===== src/rtl/core/mtc_pkg.sv =====
// Shared types and constants for the magnetometer trim compensation block.
`default_nettype none

package mtc_pkg;

  // Configuration register indexes
  localparam logic [2:0] CFG_XY_TRIMS  = 3'd0;
  localparam logic [2:0] CFG_TRIM_Z1   = 3'd1;
  localparam logic [2:0] CFG_TRIM_Z2   = 3'd2;
  localparam logic [2:0] CFG_TRIM_Z3   = 3'd3;
  localparam logic [2:0] CFG_TRIM_Z4   = 3'd4;
  localparam logic [2:0] CFG_TRIM_XYZ1 = 3'd5;

  // Compensation constants
  localparam logic [15:0]        T_OFFSET  = 16'h4000;
  localparam logic signed [33:0] XY_BASE   = 34'sh0010_0000;
  localparam logic signed [9:0]  XY_C2_OFS = 10'sh0A0;
  localparam logic signed [63:0] Z_ROUND   = 64'sd32768;

  // Serial divider: one quotient bit per cycle over a 32-bit dividend
  localparam int unsigned DIV_BITS = 32;
  localparam logic [4:0]  DIV_LAST = 5'(DIV_BITS - 1);

  // Top-level sequencer states
  typedef enum logic [2:0] {
    ST_IDLE,
    ST_DIVXY,
    ST_MUL,
    ST_DIVZ,
    ST_DONE
  } mtc_state_e;

  // Shared multiplier steps
  typedef enum logic [3:0] {
    STEP_TT,  // t*t
    STEP_A1,  // xy2 * (t*t >> 7)
    STEP_A2,  // + t * xy1 * 128
    STEP_BX,  // x scale term
    STEP_PX,  // x result
    STEP_BY,  // y scale term
    STEP_PY,  // y result
    STEP_ZN,  // z numerator
    STEP_ZD,  // z divisor
    STEP_ZL   // check divisor, start z division
  } mtc_step_e;

endpackage

`default_nettype wire


===== src/rtl/core/magnetometer_trim_compensation.sv =====
// Top level: magnetometer trim compensation with shared multiplier and divider.
//
//   channel | direction | handshake               | payload
//   --------+-----------+-------------------------+--------------------------------
//   in      | sink      | in_valid_i / in_stall_o | x/y/z_word_i, rhall_word_i
//   out     | source    | out_valid_o/out_stall_i | field_x/y/z_o, fresh_o, divide_error_o
//   cfg     | sink      | cfg_valid_i/cfg_ready_o | cfg_index_i, cfg_data_i
//
// A ready sample is accepted, runs the restoring divider for the temperature term,
// the 10 shared-multiplier steps and the divider for z, and then finishes. With a
// zero x/y divisor the first division and the x/y steps are skipped. A sample
// without data ready goes straight to the finish.
// Reset is asynchronous, active low, and clears trims and held values.
// The input stalls while a sample is in work; a result waiting in the output
// register does not stall the input, only the finish of the next sample.
`default_nettype none

module magnetometer_trim_compensation
  import mtc_pkg::*;
(
  input  wire logic               clk_i,
  input  wire logic               rst_ni,
  input  wire logic               in_valid_i,
  output logic                    in_stall_o,
  input  wire logic [15:0]        x_word_i,
  input  wire logic [15:0]        y_word_i,
  input  wire logic [15:0]        z_word_i,
  input  wire logic [15:0]        rhall_word_i,
  output logic                    out_valid_o,
  input  wire logic               out_stall_i,
  output logic signed [15:0]      field_x_o,
  output logic signed [15:0]      field_y_o,
  output logic signed [15:0]      field_z_o,
  output logic                    fresh_o,
  output logic                    divide_error_o,
  input  wire logic               cfg_valid_i,
  output logic                    cfg_ready_o,
  input  wire logic [2:0]         cfg_index_i,
  input  wire logic [47:0]        cfg_data_i
);

  // Configuration registers
  logic [47:0] xy_trims_q;
  logic [15:0] trim_z1_q, trim_z2_q, trim_z3_q, trim_z4_q, trim_xyz1_q;

  // Control state
  mtc_state_e state_q, state_d;
  mtc_step_e  step_q;
  logic [4:0] cnt_q;
  logic       out_valid_q;
  logic       err_q;
  logic       fresh_q;

  // Held results
  logic [15:0] held_x_q, held_y_q, held_z_q;

  // Working registers
  logic signed [12:0] mx_q, my_q;
  logic signed [14:0] mz_q;
  logic [13:0]        r_q;
  logic signed [15:0] t_q;
  logic signed [31:0] tt_q;
  logic signed [33:0] a_q;
  logic signed [31:0] bs_q;
  logic signed [31:0] num_q;
  logic signed [17:0] den_q;

  // Divider registers
  logic [31:0] div_quo_q;
  logic [16:0] div_rem_q;
  logic [16:0] div_dvs_q;
  logic        div_neg_q;

  // Output registers
  logic [15:0] out_x_q, out_y_q, out_z_q;
  logic        out_fresh_q, out_err_q;

  // Control strobes
  logic accept, div_run, div_last, mul_run, out_free, out_load;

  // Trim fields
  logic signed [7:0] x1, y1, x2, y2, xy2;
  logic [7:0]        xy1;
  assign x1  = xy_trims_q[7:0];
  assign y1  = xy_trims_q[15:8];
  assign x2  = xy_trims_q[23:16];
  assign y2  = xy_trims_q[31:24];
  assign xy1 = xy_trims_q[39:32];
  assign xy2 = xy_trims_q[47:40];

  // Input field extraction and x/y divisor choice
  logic [13:0] r_in;
  logic [15:0] dxy;
  assign r_in = rhall_word_i[15:2];
  assign dxy  = (r_in != 14'd0) ? {2'b00, r_in} : trim_xyz1_q;

  // Next state
  always_comb begin
    state_d = state_q;
    case (state_q)
      ST_IDLE: begin
        if (in_valid_i) begin
          if (!rhall_word_i[0]) state_d = ST_DONE;
          else if (dxy != 16'd0) state_d = ST_DIVXY;
          else state_d = ST_MUL;
        end
      end
      ST_DIVXY: begin
        if (cnt_q == DIV_LAST) state_d = ST_MUL;
      end
      ST_MUL: begin
        if (step_q == STEP_ZL) state_d = (den_q == 18'sd0) ? ST_DONE : ST_DIVZ;
      end
      ST_DIVZ: begin
        if (cnt_q == DIV_LAST) state_d = ST_DONE;
      end
      ST_DONE: begin
        if (out_free) state_d = ST_IDLE;
      end
      default: state_d = ST_IDLE;
    endcase
  end

  // Sequencer outputs
  always_comb begin
    in_stall_o = (state_q != ST_IDLE);
    accept     = in_valid_i && (state_q == ST_IDLE);
    div_run    = (state_q == ST_DIVXY) || (state_q == ST_DIVZ);
    div_last   = div_run && (cnt_q == DIV_LAST);
    mul_run    = (state_q == ST_MUL);
    out_free   = !out_valid_q || !out_stall_i;
    out_load   = (state_q == ST_DONE) && out_free;
  end

  // Shared multiplier operand select
  logic signed [31:0] mul_a, mul_b;
  logic signed [63:0] mul_p;
  logic signed [9:0]  c2x, c2y;
  logic signed [17:0] zdiff;
  assign c2x   = {{2{x2[7]}}, x2} + XY_C2_OFS;
  assign c2y   = {{2{y2[7]}}, y2} + XY_C2_OFS;
  assign zdiff = $signed({4'b0000, r_q}) - $signed({{2{trim_xyz1_q[15]}}, trim_xyz1_q});

  logic signed [33:0] a_scaled;
  assign a_scaled = (a_q >>> 9) + XY_BASE;

  always_comb begin
    mul_a = '0;
    mul_b = '0;
    case (step_q)
      STEP_TT: begin
        mul_a = {{16{t_q[15]}}, t_q};
        mul_b = {{16{t_q[15]}}, t_q};
      end
      STEP_A1: begin
        mul_a = {{24{xy2[7]}}, xy2};
        mul_b = tt_q;
      end
      STEP_A2: begin
        mul_a = {{16{t_q[15]}}, t_q};
        mul_b = {17'b0, xy1, 7'b0};
      end
      STEP_BX: begin
        mul_a = a_scaled[31:0];
        mul_b = {{22{c2x[9]}}, c2x};
      end
      STEP_PX: begin
        mul_a = {{19{mx_q[12]}}, mx_q};
        mul_b = bs_q;
      end
      STEP_BY: begin
        mul_a = a_scaled[31:0];
        mul_b = {{22{c2y[9]}}, c2y};
      end
      STEP_PY: begin
        mul_a = {{19{my_q[12]}}, my_q};
        mul_b = bs_q;
      end
      STEP_ZN: begin
        mul_a = {{16{trim_z3_q[15]}}, trim_z3_q};
        mul_b = {{14{zdiff[17]}}, zdiff};
      end
      STEP_ZD: begin
        mul_a = {16'b0, trim_z1_q};
        mul_b = {17'b0, r_q, 1'b0};
      end
      default: begin
        mul_a = '0;
        mul_b = '0;
      end
    endcase
  end
  assign mul_p = mul_a * mul_b;

  // z numerator and divisor from the product
  logic signed [16:0] mzdiff;
  logic signed [32:0] num_w;
  logic signed [63:0] dsum;
  logic signed [17:0] den_w;
  assign mzdiff = $signed({{2{mz_q[14]}}, mz_q}) - $signed({trim_z4_q[15], trim_z4_q});
  assign num_w  = $signed({mzdiff[16], mzdiff, 15'b0}) - $signed({mul_p[33], mul_p[33:2]});
  assign dsum   = mul_p + Z_ROUND;
  assign den_w  = $signed({{2{trim_z2_q[15]}}, trim_z2_q}) + $signed({2'b00, dsum[31:16]});

  // Divider step: one restoring subtract per cycle
  logic [17:0] rem_sh, rem_sub;
  logic        div_ge;
  logic [16:0] rem_next;
  logic [31:0] quo_next;
  logic [15:0] z_quo;
  assign rem_sh   = {div_rem_q, div_quo_q[31]};
  assign rem_sub  = rem_sh - {1'b0, div_dvs_q};
  assign div_ge   = (rem_sh >= {1'b0, div_dvs_q});
  assign rem_next = div_ge ? rem_sub[16:0] : rem_sh[16:0];
  assign quo_next = {div_quo_q[30:0], div_ge};
  assign z_quo    = div_neg_q ? (16'd0 - quo_next[15:0]) : quo_next[15:0];

  // z division operands
  logic [31:0] num_mag;
  logic [17:0] den_mag;
  assign num_mag = num_q[31] ? (32'd0 - num_q) : num_q;
  assign den_mag = den_q[17] ? (18'd0 - den_q) : den_q;

  // Configuration writes
  assign cfg_ready_o = 1'b1;

  always_ff @(posedge clk_i or negedge rst_ni) begin
    if (!rst_ni) begin
      xy_trims_q  <= '0;
      trim_z1_q   <= '0;
      trim_z2_q   <= '0;
      trim_z3_q   <= '0;
      trim_z4_q   <= '0;
      trim_xyz1_q <= '0;
    end else if (cfg_valid_i) begin
      case (cfg_index_i)
        CFG_XY_TRIMS:  xy_trims_q  <= cfg_data_i;
        CFG_TRIM_Z1:   trim_z1_q   <= cfg_data_i[15:0];
        CFG_TRIM_Z2:   trim_z2_q   <= cfg_data_i[15:0];
        CFG_TRIM_Z3:   trim_z3_q   <= cfg_data_i[15:0];
        CFG_TRIM_Z4:   trim_z4_q   <= cfg_data_i[15:0];
        CFG_TRIM_XYZ1: trim_xyz1_q <= cfg_data_i[15:0];
        default: ;
      endcase
    end
  end

  // Control registers, held results and output valid
  always_ff @(posedge clk_i or negedge rst_ni) begin
    if (!rst_ni) begin
      state_q     <= ST_IDLE;
      step_q      <= STEP_TT;
      cnt_q       <= '0;
      err_q       <= 1'b0;
      fresh_q     <= 1'b0;
      out_valid_q <= 1'b0;
      held_x_q    <= '0;
      held_y_q    <= '0;
      held_z_q    <= '0;
    end else begin
      state_q <= state_d;

      // Start a transaction: pick the first step
      if (accept) begin
        fresh_q <= rhall_word_i[0];
        err_q   <= rhall_word_i[0] && (dxy == 16'd0);
        step_q  <= (dxy != 16'd0) ? STEP_TT : STEP_ZN;
        cnt_q   <= '0;
      end

      // Advance the divider count
      if (div_run) begin
        cnt_q <= div_last ? 5'd0 : cnt_q + 5'd1;
      end

      // Advance the multiplier steps and store results
      if (mul_run) begin
        if (step_q != STEP_ZL) step_q <= mtc_step_e'(step_q + 4'd1);
        if (step_q == STEP_PX) held_x_q <= mul_p[28:13] + {{5{x1[7]}}, x1, 3'b000};
        if (step_q == STEP_PY) held_y_q <= mul_p[28:13] + {{5{y1[7]}}, y1, 3'b000};
        if ((step_q == STEP_ZL) && (den_q == 18'sd0)) err_q <= 1'b1;
      end

      // Store z at the end of its division
      if (div_last && (state_q == ST_DIVZ)) held_z_q <= z_quo;

      // Hand the result to the output register
      if (out_load) out_valid_q <= 1'b1;
      else if (!out_stall_i) out_valid_q <= 1'b0;
    end
  end

  // Working datapath registers
  always_ff @(posedge clk_i) begin
    if (accept) begin
      mx_q      <= x_word_i[15:3];
      my_q      <= y_word_i[15:3];
      mz_q      <= z_word_i[15:1];
      r_q       <= r_in;
      div_quo_q <= {2'b00, trim_xyz1_q, 14'b0};
      div_rem_q <= '0;
      div_dvs_q <= {1'b0, dxy};
      div_neg_q <= 1'b0;
    end

    if (div_run) begin
      div_quo_q <= quo_next;
      div_rem_q <= rem_next;
      if (div_last && (state_q == ST_DIVXY)) t_q <= quo_next[15:0] - T_OFFSET;
    end

    if (mul_run) begin
      case (step_q)
        STEP_TT: tt_q  <= mul_p[38:7];
        STEP_A1: a_q   <= mul_p[33:0];
        STEP_A2: a_q   <= a_q + mul_p[33:0];
        STEP_BX: bs_q  <= mul_p[43:12];
        STEP_BY: bs_q  <= mul_p[43:12];
        STEP_ZN: num_q <= num_w[31:0];
        STEP_ZD: den_q <= den_w;
        STEP_ZL: begin
          div_quo_q <= num_mag;
          div_rem_q <= '0;
          div_dvs_q <= den_mag[16:0];
          div_neg_q <= num_q[31] ^ den_q[17];
        end
        default: ;
      endcase
    end

    if (out_load) begin
      out_x_q     <= held_x_q;
      out_y_q     <= held_y_q;
      out_z_q     <= held_z_q;
      out_fresh_q <= fresh_q;
      out_err_q   <= err_q;
    end
  end

  // Drive outputs
  assign out_valid_o    = out_valid_q;
  assign field_x_o      = out_x_q;
  assign field_y_o      = out_y_q;
  assign field_z_o      = out_z_q;
  assign fresh_o        = out_fresh_q;
  assign divide_error_o = out_err_q;

`ifndef SYNTHESIS
  // A sample without data ready goes straight to the finish
  a_not_ready_done: assert property (@(posedge clk_i) disable iff (!rst_ni)
    accept && !rhall_word_i[0] |=> state_q == ST_DONE)
    else $error("not-ready sample did not go to finish");

  // The output register takes the held values
  a_out_load: assert property (@(posedge clk_i) disable iff (!rst_ni)
    out_load |=> out_valid_o && field_x_o == $past(held_x_q)
                 && field_z_o == $past(held_z_q))
    else $error("output register missed held values");

  // The partial remainder stays below the divisor
  a_div_rem: assert property (@(posedge clk_i) disable iff (!rst_ni)
    div_run |-> div_rem_q < div_dvs_q)
    else $error("divider remainder out of range");

  // An error is reported only with ready data
  a_err_fresh: assert property (@(posedge clk_i) disable iff (!rst_ni)
    out_valid_o && !fresh_o |-> !divide_error_o)
    else $error("divide error without ready data");
`endif

endmodule

`default_nettype wire

===== config.mk =====
export PLATFORM = sky130hd
export DESIGN_NAME = magnetometer_trim_compensation
export DESIGN_NICKNAME = d
export VERILOG_FILES = /design/src/rtl/core/mtc_pkg.sv /design/src/rtl/core/magnetometer_trim_compensation.sv
export SDC_FILE = /design/constraint.sdc
export NUM_CORES = 2
export LEC_CHECK = 0
export ABC_AREA = 1
export ABC_CLOCK_PERIOD_IN_PS = 9500
export CAP_MARGIN = 40
export CORE_MARGIN = 2
export CORE_UTILIZATION = 50
export CTS_BUF_LIST = sky130_fd_sc_hd__clkbuf_16
export DETAILED_ROUTE_END_ITERATION = 10
export DONT_BUFFER_PORTS = 1
export GPL_TIMING_DRIVEN = 0
export PLACE_DENSITY = 0.79
export SYNTH_ARGS = -nofsm -noshare
export SYNTH_HDL_FRONTEND = slang
export SYNTH_SLANG_ARGS = --single-unit

===== constraint.sdc =====
create_clock -name clk_i -period 9.5 [get_ports clk_i]
set_input_delay 0 -clock clk_i [delete_from_list [all_inputs] [get_ports clk_i]]
set_output_delay 0 -clock clk_i [all_outputs]
set_load 0.05 [all_outputs]

==> flow_summary.toml <==
[drt]
drc = 0
drt-total-wl_mm = 222
drt_iter0_markers = 6631
ant_nets = 0
drtPass1Iterations = 8
wl_per_cell_um = 26.4
via_count = 50100
via_per_inst = 5.97

[status]
violations = "setup timing"
status = "finished, violations left"

[sta]
layout_min_cycle_time_ns = 10.75
rsz0062_at_grt = "true"
finalSetupViolations = 64
relSlewSlack_pct = 23.8
final_max_slew_viol_count = 0
clock_skew_ns = 0.0355
fmax_mhz = 93.0
hold_viol_final = 0
tightest_slew_ns = 1.14
worst_slack_ns = -1.25
timing.final.crit_share_pct = 113

[critical_path]
timing.rr.start = "r_q[2]"
crit_top_cell = "fa_1"
cp.required_ns = 9.91
endpoint_kind = "flop"
worstSetupStartpoint = "r_q[2]"
crit_slowest_cell = "fa_1"
critical_path_class = "flop to flop"
crit_arrival_ns = 11.17
critPathBufInv = 10
crit_path_start_kind = "flop"
path_delay_family = "adder cells"
slowest_delay_ns = 0.59
worstPathMaxFanout = 8

[logic_synthesis]
yosys.cell_types.count = 70
yosys_warnings = 0
synthTopCellsByArea = "fa_1, edfxtp_1, nand2_1"
synthCells = 6323
yosysTopAreaCellShare_pct = 26.3
synth-edff-count = 269
synth_seq_cells = 527
synth_area_leader_cell = "fa_1"
synth.avg_cell_area_um2 = 8.53
async_flop_share_pct = 36.2
synthFlopType = "edfxtp_1"
synth_area_um2 = 53900
synth-seq-area-share_pct = 26.3
syn-num-nets = 7462

[flow_run]
drv_cap = 0

[min_path]
min_from = "rhall_word_i[5]"
hold_path.class = "primary input to flop"

[cts]
insertion_delay_ns = 0.67
numCtsBuffers = 55
cts_root_buf = "clkbuf_16"
path_clk_slew_ns = 0.07
cts_max_path_buffers = 3
htree_levels = 2
cts_tree = "yes"
clock-sinks = 527

[layout]
fillCellCount = 8337
register_area_um2 = 14200
area_growth_pct = 25.9
fin_area_um2 = 67900
final_cell_mix = "nand2_1, inv_1, fa_1"
fin_nets = 8075
drive_gt1_share_pct = 19.7
multi_input_area_um2 = 38000
final_common_cell = "nand2_1"

[floorplanning]
num_rows = 120
dieArea_um2 = 110000
die_h_um = 332
start_util_pct = 50.4
core_um2 = 107000
io_pins = 173
die_w_um = 332

[global_routing]
antenna_found_initial = 13
grt_first_pass_wirelength_mm = 318
gr-total-overflow = 0
grt_start_max_net_pins = 192
grt_usage_pct = 39.0
grt_pass1_vias = 50200

[place]
portBuffers = 0
post-dp-hpwl_mm = 160
dpl-instance-area_um2 = 56800
routabilityCongestion = 1.02
-- cells by family (layout without fill, tap and decap cells) --
logic type,count (synthesis),after routing,synth area share (%)
xor+xnor,196,196,3.24
simple gates,2151,2151,16.3
fa+ha+maj,1019,1019,33.5
other cells,1,11,0.00696
mux,19,19,0.397
flops,527,527,26.3
buf+inv,1502,2162,10.5
compound gates,908,908,9.61
-- through the flow --
| stage | worst slack (ns) | std cells | util [%] | TNS (ns) | hold slack [ns] |
|---|---|---|---|---|---|
| after floorplan | -0.0157 | 6323 | - | -0.0157 | -0.296 |
| after global placement | -4.02 | 7726 | 52.2 | -317.95 | -0.287 |
| after detailed placement | -3.56 | 7785 | 53.0 | -275.35 | -0.288 |
| after CTS | -0.568 | 8309 | 61.8 | -9.81 | 0.00481 |
| after global routing | -1.42 | 8389 | 63.4 | -48.79 | 0.0151 |
| final | -1.25 | 8396 | 63.4 | -41.46 | 0.0364 |
-- tightest hold or removal path: stages --
cell      delay, ns
nor2_1         0.02
nand2_1        0.04
nor3_1         0.04
nand2_1        0.21
o21bai_1       0.14
a21oi_1        0.15
a21oi_1        0.05
-- state kept, by name, summed over array words and instances, names as in the netlist, 17 cells and up --
register and flops:
div_dvs_q 17, div_rem_q 17, den_q 18, tt_q 32, bs_q 32, div_quo_q 32
xy_trims_q 48, a_q 34, num_q 32
-- cell usage after synthesis, types with 11 or more instances --
cell	instances
nand4_1	30
inv_1	1264
nand3_1	122
dfrtp_1	191
a211oi_1	18
buf_2	16
a21o_1	11
nor3_1	55
xor2_1	137
nand2_2	13
a31oi_1	20
dfxtp_1	67
clkbuf_1	168
o21ai_0	340
nand2_1	1351
a22o_1	19
ha_1	310
nor2_1	478
fa_1	709
mux2_2	19
or2_2	37
a21oi_1	323
a221oi_1	14
xnor2_1	56
edfxtp_1	269
o211ai_1	37
o22ai_1	30
o21bai_1	19
inv_2	25
nor4_1	20
a22oi_1	13
clkinv_1	12
-- area by class of cell --
type	count	share of cell area (%)
plain buffers	194	2.17
diodes	10	0.0369
clock buffers	57	2.10
well taps	1403	2.59
repair buffers	562	8.16
multi-input cells	4294	56.0
repair inverters	1	0.0129
inverters	1301	7.50
clock inverters	47	0.511
flip-flops and latches	527	20.9
-- what timing repair did --
item | 4_1_cts | 5_1_grt
hold endpoints to repair | 424 | 0
gates cloned | 2 | 1
hold buffers | 157 | 0
resized for setup | 918 | 293
pin swaps | 208 | 171
setup endpoints to repair | 146 | 78
setup buffers | 275 | 82
-- path summary, 6_finish.rpt --
path | slack [ns] | end | cells after the start
worst min register to register | 0.45 | field_x_o[6] | 0
min in group asynchronous | 0.08 | trim_z2_q[6] | 2
worst max-delay path | -1.25 | den_q[15] | 53
worst min-delay path | 0.04 | div_dvs_q[1] | 7
worst max register to register | -1.25 | den_q[15] | 53
max in group asynchronous | 8.50 | xy_trims_q[37] | 2
-- per-layer routing --
| layer | GRT usage [%] | share of wire (%) |
|---|---|---|
| met1 | 49.8 | 35 |
| met2 | 57.8 | 42 |
| met3 | 14.9 | 16 |
| met4 | 20.0 | 7.1 |
| met5 | 0 | 0.044 |
Power is not shown: default switching activity piles up to over one toggle a cycle in this logic, so the estimate is an artifact.
